File: src/hdl/rpwr_ram.sv
// Generic single-port-write, single-read RAM with registered read data.
// No dependencies.
module rpwr_ram #(
    parameter int WIDTH = 8,
    parameter int DEPTH = 256
) (
    input  logic                     clk,
    input  logic                     we,
    input  logic [$clog2(DEPTH)-1:0] waddr,
    input  logic [WIDTH-1:0]         wdata,
    input  logic [$clog2(DEPTH)-1:0] raddr,
    output logic [WIDTH-1:0]         rdata
);
    logic [WIDTH-1:0] mem [DEPTH];

    always_ff @(posedge clk)
    begin
        if (we)
        begin
            mem[waddr] <= wdata;
        end
        rdata <= mem[raddr];
    end
endmodule

File: config.mk
export PLATFORM = sky130hd
export DESIGN_NAME = rpwr_ram
export DESIGN_NICKNAME = d
export VERILOG_FILES = /design/src/hdl/rpwr_ram.sv
export SDC_FILE = /design/constraint.sdc
export NUM_CORES = 2
export LEC_CHECK = 0
export BUFFER_PORTS_ARGS = -buffer_cell sky130_fd_sc_hd__buf_2
export CAP_MARGIN = 20
export CORE_ASPECT_RATIO = 0.5
export CORE_MARGIN = 8
export CORE_UTILIZATION = 50
export DETAILED_ROUTE_END_ITERATION = 12
export PLACE_DENSITY = 0.66
export SYNTH_ARGS = -nofsm -noshare
export SYNTH_HDL_FRONTEND = slang
export SYNTH_SLANG_ARGS = --single-unit
File: constraint.sdc
create_clock -name clk -period 4.3 [get_ports clk]
set_input_delay 0.215 -clock clk [delete_from_list [all_inputs] [get_ports clk]]
set_output_delay 0.215 -clock clk [all_outputs]
set_load 0.005 [all_outputs]
==> out/results.md <==
## Status
* **status** finished, final reports clean

## Timing
* **final cycle utilization of the critical path** 79.5%
* **time the final worst path needs with I/O delays and setup** 3420 ps
* **setup TNS after final layout** 0 ps
* **RSZ-0062 raised after global routing** no
* **count of final max-slew check failures** 0
* **number of endpoints failing setup at the final stage** 0
* **Max transition margin** 25.5%
* **worst hold-check slack** 29.7 ps
* **Worst Max-Slew Pin Slew** 1110 ps
* **maximum operating frequency** 293 MHz
* **skew final** 28.1 ps
* **final number of hold-violating endpoints** 0

## Synth
* **mean area per synthesized cell** 21.3 sq um
* **flop and latch count out of synthesis** 2056
* **number of standard cells after synthesis** 3733
* **cell taking the most area after synthesis** edfxtp_1
* **complex-gate fraction of the synthesized area** 3.42%
* **Post-Syn Nets** 3759
* **main combinational cell family by area after synthesis** multiplexers
* **FFs w/ async S/R, synth** 0%
* **mux contribution to synthesized area** 14.6%
* **Synth Area in XOR/XNOR** 0%
* **Synth cell types** 55
* **synth warn** 0
* **area fraction in and, or, nand and nor cells after synthesis** 2.63%
* **top_reg_cell synth** edfxtp_1
* **total standard cell area after synthesis** 79600 sq um
* **count of flip-flops with a built-in enable after synthesis** 2048
* **adder-cell share of the synthesized area** 0%
* **leading post-synthesis cells by cell area** edfxtp_1 (77%), mux4_2 (13%), mux2i_1 (1.7%), nor2_1 (1.3%), a22oi_1 (1.3%)
* **portion of synthesized cell area occupied by the leading cell type** 77.3%
* **register area share after synthesis** 77.5%

## Detailed routing
* **Iteration-0 DRC Markers** 4827
* **Total Routed Length** 192 mm
* **mean number of vias per cell** 6.34
* **Antenna Violating Nets Remaining** 0
* **wire per inst** 31.4 microns
* **vias after detailed routing** 38600
* **count of TritonRoute iterations in the first routing pass** 6
* **DRC viols** 0

## Global route
* **first-pass GRT wire length** 277 mm
* **vias in the first global route** 39000
* **largest net degree at the start of global routing** 188
* **antenna violations before repair** 18
* **All-Layer GR Usage** 21.9%
* **final global-route overflow total** 0

## Floorplan
* **count of standard-cell rows** 103
* **core area** 158000 sq um
* **x dimension of the die** 580 microns
* **IO Pins** 34
* **die footprint** 173000 sq um
* **overall die height** 298 microns
* **starting density of the core** 50.4%

## Clock tree
* **clock latency reported for the late side of the worst-skew pair** 810 ps
* **count of H-tree levels built during CTS** 4
* **number of cells upsized or downsized after cts** 0
* **root buffer cell** clkbuf_16
* **clock tree sinks** 2056
* **Num CTS Buffers** 175
* **TritonCTS clock tree** yes
* **Clock Tree Buf Depth** 3
* **Clock Pin Slew Worst Setup and Hold Paths** 60 ps

## Place
* **placer's final routability congestion estimate** 0.834
* **HPWL after detailed placement** 117 mm
* **count of placed standard cells including taps** 5777
* **input/output buffers** 33

## Hold path
* **worst hold endpoint** mem[247][2]$_DFFE_PP_
* **class of the most critical hold timing path** in2reg
* **hold-critical path depth** 1
* **beginning of the worst hold path** wdata[2]

## Worst setup path
* **CP max-delay cell** nor3_1
* **worst reg-to-reg path cell count** 6
* **max incr delay on CP** 870 ps
* **Worst R2R End** rdata[3]$_DFF_P_
* **startpoint of the lowest-slack register-to-register path** mem[210][3]$_DFFE_PP_
* **buffer and inverter count on the worst path** 3
* **critical path data required time** 4920 ps
* **maximum fanout encountered on the critical timing path** 35
* **Critical path origin** raddr[0]
* **setup slack, reg-to-reg** 1300 ps
* **crit path kind** in2reg
* **sort of element at the start of the critical path** primary input
* **arrival time of the worst setup path** 4040 ps
* **cells along the critical path** buf_8 -> buf_12 -> buf_4 -> mux4_2 -> a22o_1 -> a221oi_1 -> o32ai_1 -> nor3_1 -> nor4_1
* **capturing element type of the critical path** flip-flop
* **crit-path leading delay family** buffers and inverters

## Power and ir drop
* **VDD IR-drop max** 344 uV
* **power density over the cells** 448 nW/um^2
* **standby leakage power** 26.9 nW

## Finish
* **final design utilization** 55.6%
* **Syn-to-layout area delta** 10.4%
* **Layout Nets** 3887
* **area taken by flip-flops and latches** 61700 sq um
* **share of post-route cells with drive strength above 1** 22.1%
* **count of filler cells inserted in the layout** 11500
* **multi-input gate area in the final layout** 16500 sq um
* **Post-Layout Cell Count** 6100

## Run
* **Max Cap Violations** 0

[cell usage after synthesis (all sizes together), types with 27 or more instances]
library cell     n
a21oi           96
a22oi          133
buf            122
clkbuf         111
edfxtp        2048
mux2i          134
mux4           456
nand2           33
nand3           34
nor2           282
nor2b           31
nor4            27
o221ai          47
o22ai           28
[through the flow]
stage / instance area, sq um / total power [mW] / setup WS (ps)
2_1_floorplan: 79600 / 23.6 / 2150
3_3_place_gp: 82400 / 24.5 / 173
3_5_place_dp: 82400 / 24.5 / 170
4_1_cts: 87800 / 39.5 / 1040
5_1_grt: 87800 / 40.3 / 887
6_report: 87800 / 39.3 / 883
[worst reg2reg max path, cell delays in order (launching register included)]
cell and delay [ps]:
edfxtp_1 360, mux4_2 510, a22o_1 290, a221oi_1 480, o32ai_1 180, nor3_1 870, nor4_1 150
[worst max path at each step]
stage | cells after the start | slack (ps) | to
floorplan | 9 | 2150 | rdata[2]$_DFF_P_
global placement | 9 | 170 | rdata[3]$_DFF_P_
detailed placement | 9 | 170 | rdata[3]$_DFF_P_
CTS | 9 | 1040 | rdata[3]$_DFF_P_
global route | 9 | 890 | rdata[3]$_DFF_P_
finish | 9 | 880 | rdata[3]$_DFF_P_
[cells in the final DEF, fill, tap and decap left out, drive strengths merged, types with 27 or more instances in the layout]
master / count
a21oi: 96
mux2i: 134
nand2: 33
buf: 172
nor2b: 31
edfxtp: 2048
clkinv: 73
mux4: 456
nor4: 27
o22ai: 28
nor2: 282
o221ai: 47
a22oi: 133
clkbuf: 230
nand3: 34
[flip-flops by register name, indices dropped and copies added (netlist names)]
register,count
rdata,8
mem,2048
[metal layers]
layer  track usage (%)  vias up  wire length [microns]
li1                  -    16000                      -
met1              30.4    20500                  77500
met2              33.4     1851                  88300
met3              6.86      298                  20500
met4              6.73        4                   5240
met5             0.504        -                    138
[logic make-up after synthesis]
| group | after synthesis |
|---|---|
| DFF | 2056 |
| AOI/OAI and AO/OA | 385 |
| muxes | 591 |
| and+or+nand+nor | 466 |
| buffers and inverters | 235 |
[where the power goes]
part,switching [mW],internal [mW]
Combinational,1.31,0.685
Clock,7.02,8.18
Sequential,0.0397,22.1
[final cells by class]
class	instances	share of cell area (%)
Timing Repair Buffer	184	1.92
Clock buffer	221	5.23
Antenna cell	7	0.0199
Multi-Input combinational cell	1442	18.8
Clock inverter	88	0.873
Sequential cell	2056	70.2
Tap cell	2100	2.99
Inverter	2	0.00855
[timing repair]
action | in CTS | in global routing
setup buffers | 0 | 0
hold buffers | 2 | 1
endpoints found under the hold margin | 99 | 29
Power figures use the tool's default switching activity.
