--- config.mk ---
export PLATFORM = sky130hd
export DESIGN_NAME = rpwr_urem
export DESIGN_NICKNAME = d
export VERILOG_FILES = /design/src/hdl/rpwr_pkg.sv /design/src/hdl/rpwr_urem.sv
export SDC_FILE = /design/constraint.sdc
export NUM_CORES = 1
export LEC_CHECK = 0
export BUFFER_PORTS_ARGS = -buffer_cell sky130_fd_sc_hd__buf_2
export CAP_MARGIN = 20
export CORE_MARGIN = 2
export CORE_UTILIZATION = 30
export DETAILED_ROUTE_END_ITERATION = 8
export GPL_TIMING_DRIVEN = 1
export HOLD_SLACK_MARGIN = 0.1
export SYNTH_ARGS = -nofsm -noshare
export SYNTH_HDL_FRONTEND = slang
export SYNTH_SLANG_ARGS = --single-unit
--- constraint.sdc ---
create_clock -name clk -period 3.9 [get_ports clk]
set_input_delay 0.78 -clock clk [delete_from_list [all_inputs] [get_ports clk]]
set_output_delay 0.78 -clock clk [all_outputs]
set_load 0.05 [all_outputs]
--- src/hdl/rpwr_pkg.sv ---
// Package for the random pick block: sizes, command codes, microcode format
// and the microcode program. No dependencies.
package rpwr_pkg;

    localparam int POOL_DEPTH     = 256;
    localparam int RANDOM_WIDTH   = 32;
    localparam int ADDR_W         = $clog2(POOL_DEPTH);
    localparam int VALUE_W        = 8;
    localparam int COUNT_W        = 9;
    localparam int CMD_W          = 2;
    localparam int BIT_CNT_W      = $clog2(RANDOM_WIDTH);
    localparam int STEP_W         = 4;

    localparam logic [COUNT_W-1:0] POOL_SIZE_RESET = COUNT_W'(256);

    localparam logic [CMD_W-1:0] CMD_PICK   = 2'd0;
    localparam logic [CMD_W-1:0] CMD_CANCEL = 2'd1;
    localparam logic [CMD_W-1:0] CMD_REFILL = 2'd2;

    typedef logic [STEP_W-1:0] step_t;

    localparam step_t S_IDLE   = 4'd0;
    localparam step_t S_PICK   = 4'd1;
    localparam step_t S_DIVW   = 4'd2;
    localparam step_t S_RDA    = 4'd3;
    localparam step_t S_RDB    = 4'd4;
    localparam step_t S_WRA    = 4'd5;
    localparam step_t S_WRB    = 4'd6;
    localparam step_t S_CANCEL = 4'd7;
    localparam step_t S_REFILL = 4'd8;
    localparam step_t S_NOP    = 4'd9;
    localparam step_t S_EMIT   = 4'd10;

    typedef enum logic [3:0] {
        ACT_NONE,
        ACT_LOAD,
        ACT_START,
        ACT_LATCH_SLOT,
        ACT_RD_SLOT,
        ACT_RD_LAST,
        ACT_WR_SLOT,
        ACT_WR_LAST,
        ACT_CANCEL,
        ACT_REFILL,
        ACT_EMIT
    } act_t;

    typedef enum logic [2:0] {
        JMP_NEXT,
        JMP_GOTO,
        JMP_DISPATCH,
        JMP_IF_EMPTY,
        JMP_WAIT_DIV,
        JMP_WAIT_OUT
    } jmp_t;

    typedef struct packed {
        logic  in_ready;
        act_t  act;
        jmp_t  jmp;
        step_t target;
    } uword_t;

    typedef struct packed {
        logic busy;
        logic done;
    } urem_stat_t;

    // Microcode program, one control word per step.
    function automatic uword_t ucode(input step_t step);
        uword_t w;
        w = '{in_ready: 1'b0, act: ACT_NONE, jmp: JMP_GOTO, target: S_IDLE};
        unique case (step)
            S_IDLE:   w = '{1'b1, ACT_LOAD,       JMP_DISPATCH, S_IDLE};
            S_PICK:   w = '{1'b0, ACT_START,      JMP_IF_EMPTY, S_EMIT};
            S_DIVW:   w = '{1'b0, ACT_LATCH_SLOT, JMP_WAIT_DIV, S_IDLE};
            S_RDA:    w = '{1'b0, ACT_RD_SLOT,    JMP_NEXT,     S_IDLE};
            S_RDB:    w = '{1'b0, ACT_RD_LAST,    JMP_NEXT,     S_IDLE};
            S_WRA:    w = '{1'b0, ACT_WR_SLOT,    JMP_NEXT,     S_IDLE};
            S_WRB:    w = '{1'b0, ACT_WR_LAST,    JMP_GOTO,     S_EMIT};
            S_CANCEL: w = '{1'b0, ACT_CANCEL,     JMP_GOTO,     S_EMIT};
            S_REFILL: w = '{1'b0, ACT_REFILL,     JMP_GOTO,     S_EMIT};
            S_NOP:    w = '{1'b0, ACT_NONE,       JMP_GOTO,     S_EMIT};
            S_EMIT:   w = '{1'b0, ACT_EMIT,       JMP_WAIT_OUT, S_IDLE};
            default:  w = '{1'b0, ACT_NONE,       JMP_GOTO,     S_IDLE};
        endcase
        return w;
    endfunction

endpackage

--- src/hdl/rpwr_urem.sv ---
// Iterative unsigned remainder of the random word by the pool count,
// one dividend bit per cycle. Depends on rpwr_pkg.
module rpwr_urem
    import rpwr_pkg::*;
(
    input  logic                    clk,
    input  logic                    rst_n,
    input  logic                    start,
    input  logic [RANDOM_WIDTH-1:0] dividend,
    input  logic [COUNT_W-1:0]      divisor,
    output logic [ADDR_W-1:0]       remainder,
    output urem_stat_t              stat
);
    logic [RANDOM_WIDTH-1:0] dvd_reg;
    logic [COUNT_W-1:0]      dvs_reg;
    logic [ADDR_W-1:0]       rem_reg;
    logic [BIT_CNT_W-1:0]    cnt_reg;
    logic                    busy_reg;
    logic                    done_reg;
    logic [COUNT_W-1:0]      shifted;
    logic [COUNT_W-1:0]      rem_next;

    // Shift in the next dividend bit; the partial remainder stays below the divisor.
    always_comb
    begin
        shifted = {rem_reg, dvd_reg[RANDOM_WIDTH-1]};
        if (shifted >= dvs_reg)
        begin
            rem_next = shifted - dvs_reg;
        end
        else
        begin
            rem_next = shifted;
        end
    end

    always_ff @(posedge clk or negedge rst_n)
    begin
        if (!rst_n)
        begin
            busy_reg <= 1'b0;
            done_reg <= 1'b0;
            cnt_reg  <= '0;
        end
        else
        begin
            done_reg <= busy_reg && !start && (cnt_reg == BIT_CNT_W'(RANDOM_WIDTH - 1));
            if (start)
            begin
                busy_reg <= 1'b1;
                cnt_reg  <= '0;
            end
            else if (busy_reg)
            begin
                cnt_reg <= cnt_reg + 1'b1;
                if (cnt_reg == BIT_CNT_W'(RANDOM_WIDTH - 1))
                begin
                    busy_reg <= 1'b0;
                end
            end
        end
    end

    always_ff @(posedge clk)
    begin
        if (start)
        begin
            dvd_reg <= dividend;
            dvs_reg <= divisor;
            rem_reg <= '0;
        end
        else if (busy_reg)
        begin
            dvd_reg <= {dvd_reg[RANDOM_WIDTH-2:0], 1'b0};
            rem_reg <= rem_next[ADDR_W-1:0];
        end
    end

    assign remainder = rem_reg;
    assign stat      = '{busy: busy_reg, done: done_reg};
endmodule

==> flow_summary.ini <==
[detailed_routing]
antenna_left = 0
routed-wl-met3_um = 362
wl_met2_um = 2430
met1_length_um = 2520
drc = 0
wl_per_cell_um = 14.0
post_drt_via_cell_ratio = 4.81
firstDrtPassIters = 4
routed_wl_um = 5340
top_layer = met4
num_vias = 1837
drt_iter0_drc = 59

[floorplanning]
dieWidth_um = 101
initial_core_util_pct = 30.5
ioPinCount = 54
core-area_um2 = 9150
die_y_um = 101
row_count = 35
die_area_um2 = 10100

[grt]
overflow = 0
grt_max_degree = 33
grt_pass1_vias = 1821
antenna_found_initial = 0
grt_util_all_layers_pct = 11.2
grt_pass1_wl_um = 8990

[worst_setup_path]
cp.buffers_inverters = 1
path_cells = buf_2
critPathRequiredTime_ns = 3.12
rrSetupSlack_ns = 1.62
cp_slowest_cell = dfrtp_1
max_stage_delay_ns = 0.83
cp.arrival_ns = 1.53
timing.rr.end = remainder[6]
critical_path_class = reg2out
cp-start-kind = flop
reg2reg_from = dvd_reg[31]
crit_family = flip-flops
r2r_cells = 8
endpoint_kind = output port
cp_max_fo = 22

[timing]
worst_clock_skew_ns = 0.0143
period_share_pct = 59.3
min_period_ns = 2.31
layout_setup_ws_ns = 1.59
hold_slack_ns = 0.274
tns_ns = 0
tightest_slew_ns = 0.734
rsz0062_at_grt = false
slew_headroom_pct = 51.1
maxSlewViolCount = 0
clock.fmax_ghz = 0.432
hold_viol_final = 0
setup_viol = 0

[logic_synthesis]
synth_top_area_share_pct = 44.0
synth_area_um2 = 2800
syn-num-nets = 274
avgSynthCellArea_um2 = 12.8
ys_seq_area_share_pct = 56.0
netlist_top_cells_count = edfxtp_1, mux2_2, inv_1, nor2_1, ha_1
syn_inst = 218
yosys_warnings = 0
synth_cell_types = 46
synth.most_common_cell = edfxtp_1
synthFlopType = edfxtp_1
synth-seq-cells = 56
yosysTopAreaCell = edfxtp_1
synthTopCellsByArea = edfxtp_1, mux2_2, dfrtp_1
synth_edf_count = 41
async_flop_share_pct = 12.5

[placed_design]
dp.cells = 374
gp_congestion = 0.821
post-dp-hpwl_um = 3820
detailedPlace.worstSlack_ns = 1.52
portBuffers = 53

[clocking]
postCtsSetupRepairBufs = 0
root_buffer = clkbuf_8
cts_made_buffers = 5
hold_buffers = 0
clk_pin_slew_ns = 0.12
cts.sinks = 56
clk_latency_ns = 0.32
cts_resized = 0
cts_max_level = 2
cts_tree = done
cts_buffer_depth = 2

[final_layout]
finalNonFillerCells = 382
area_growth_pct = 15.7
diodes = 0
largest_register_ffs = 32
drive_gt1_share_pct = 36.5
final_nets = 326
fin_util_pct = 35.3

[power_and_ir_drop]
leakage_uw = 0.00138
peakVddDrop_v = 0.000175
power_density_nw_per_um2 = 397

[outcome]
status = completed

[hold_path]
worstHoldPathType = in2async

[flow_run]
max_cap_violations = 0
## how the worst max path moves through the flow
stage | slack, ns | to | cells after the start | startpoint
after floorplan | 1.59 | remainder[6] | 7 | remainder[0]
after global placement | 1.53 | remainder[0] | 6 | start
after detailed placement | 1.52 | remainder[0] | 6 | start
after CTS | 1.57 | stat[1] | 1 | busy_reg
after global routing | 1.44 | remainder[6] | 8 | dvd_reg[31]
final | 1.59 | stat[1] | 1 | busy_reg
## power breakdown
part / internal (uW) / total (uW) / switching (uW)
clock network: 136 / 343 / 207
registers: 696 / 718 / 22.0
logic: 101 / 222 / 122
total: 932 / 1280 / 351
## through the flow
stage               area (um^2)  total power (uW)
finish                     3230              1280
global route               3230              1360
CTS                        3230              1300
detailed placement         3140               954
global placement           3140               950
floorplan                  2800               890
## layer usage
layer  up-vias  track usage [%]
met5         -                0
met4         0             2.85
met3         2             3.95
met2        41             17.3
met1       879             15.1
li1        915                -
## layout by cell type (no fill, tap or decap), types with 3 or more instances in the layout
cell       n
a311oi_1   6
and3_1     3
dfxtp_1    8
mux2_2    31
dfrtp_1    7
buf_2     53
inv_1     16
o21ai_0    5
nand3_1    8
nor3_1     3
edfxtp_1  41
nand2_1    7
a21oi_1   10
ha_1      11
nand2b_1   4
clkbuf_8   5
nor2_1    15
## logic make-up (layout without fill, tap and decap cells)
group | Yosys count | after routing | share of synthesized area, %
DFF | 56 | 56 | 56.0
and+or+nand+nor | 50 | 50 | 9.27
AOI/OAI and AO/OA | 37 | 37 | 9.62
muxes | 33 | 33 | 13.2
buffers and inverters | 26 | 79 | 4.97
adders and majority gates | 12 | 12 | 5.64
xor gates and xnor gates | 4 | 4 | 1.25
## cell type report
type                       instances  area [um^2]
fill                             930         5920
sequential                        56         1570
multi-input combinational        136         1090
timing repair buffer              55          280
tap                              111          139
clock buffer                       5         68.8
inverter                          16         60.1
clock inverter                     3         28.8
No activity file was read; power rests on OpenSTA's default activity.
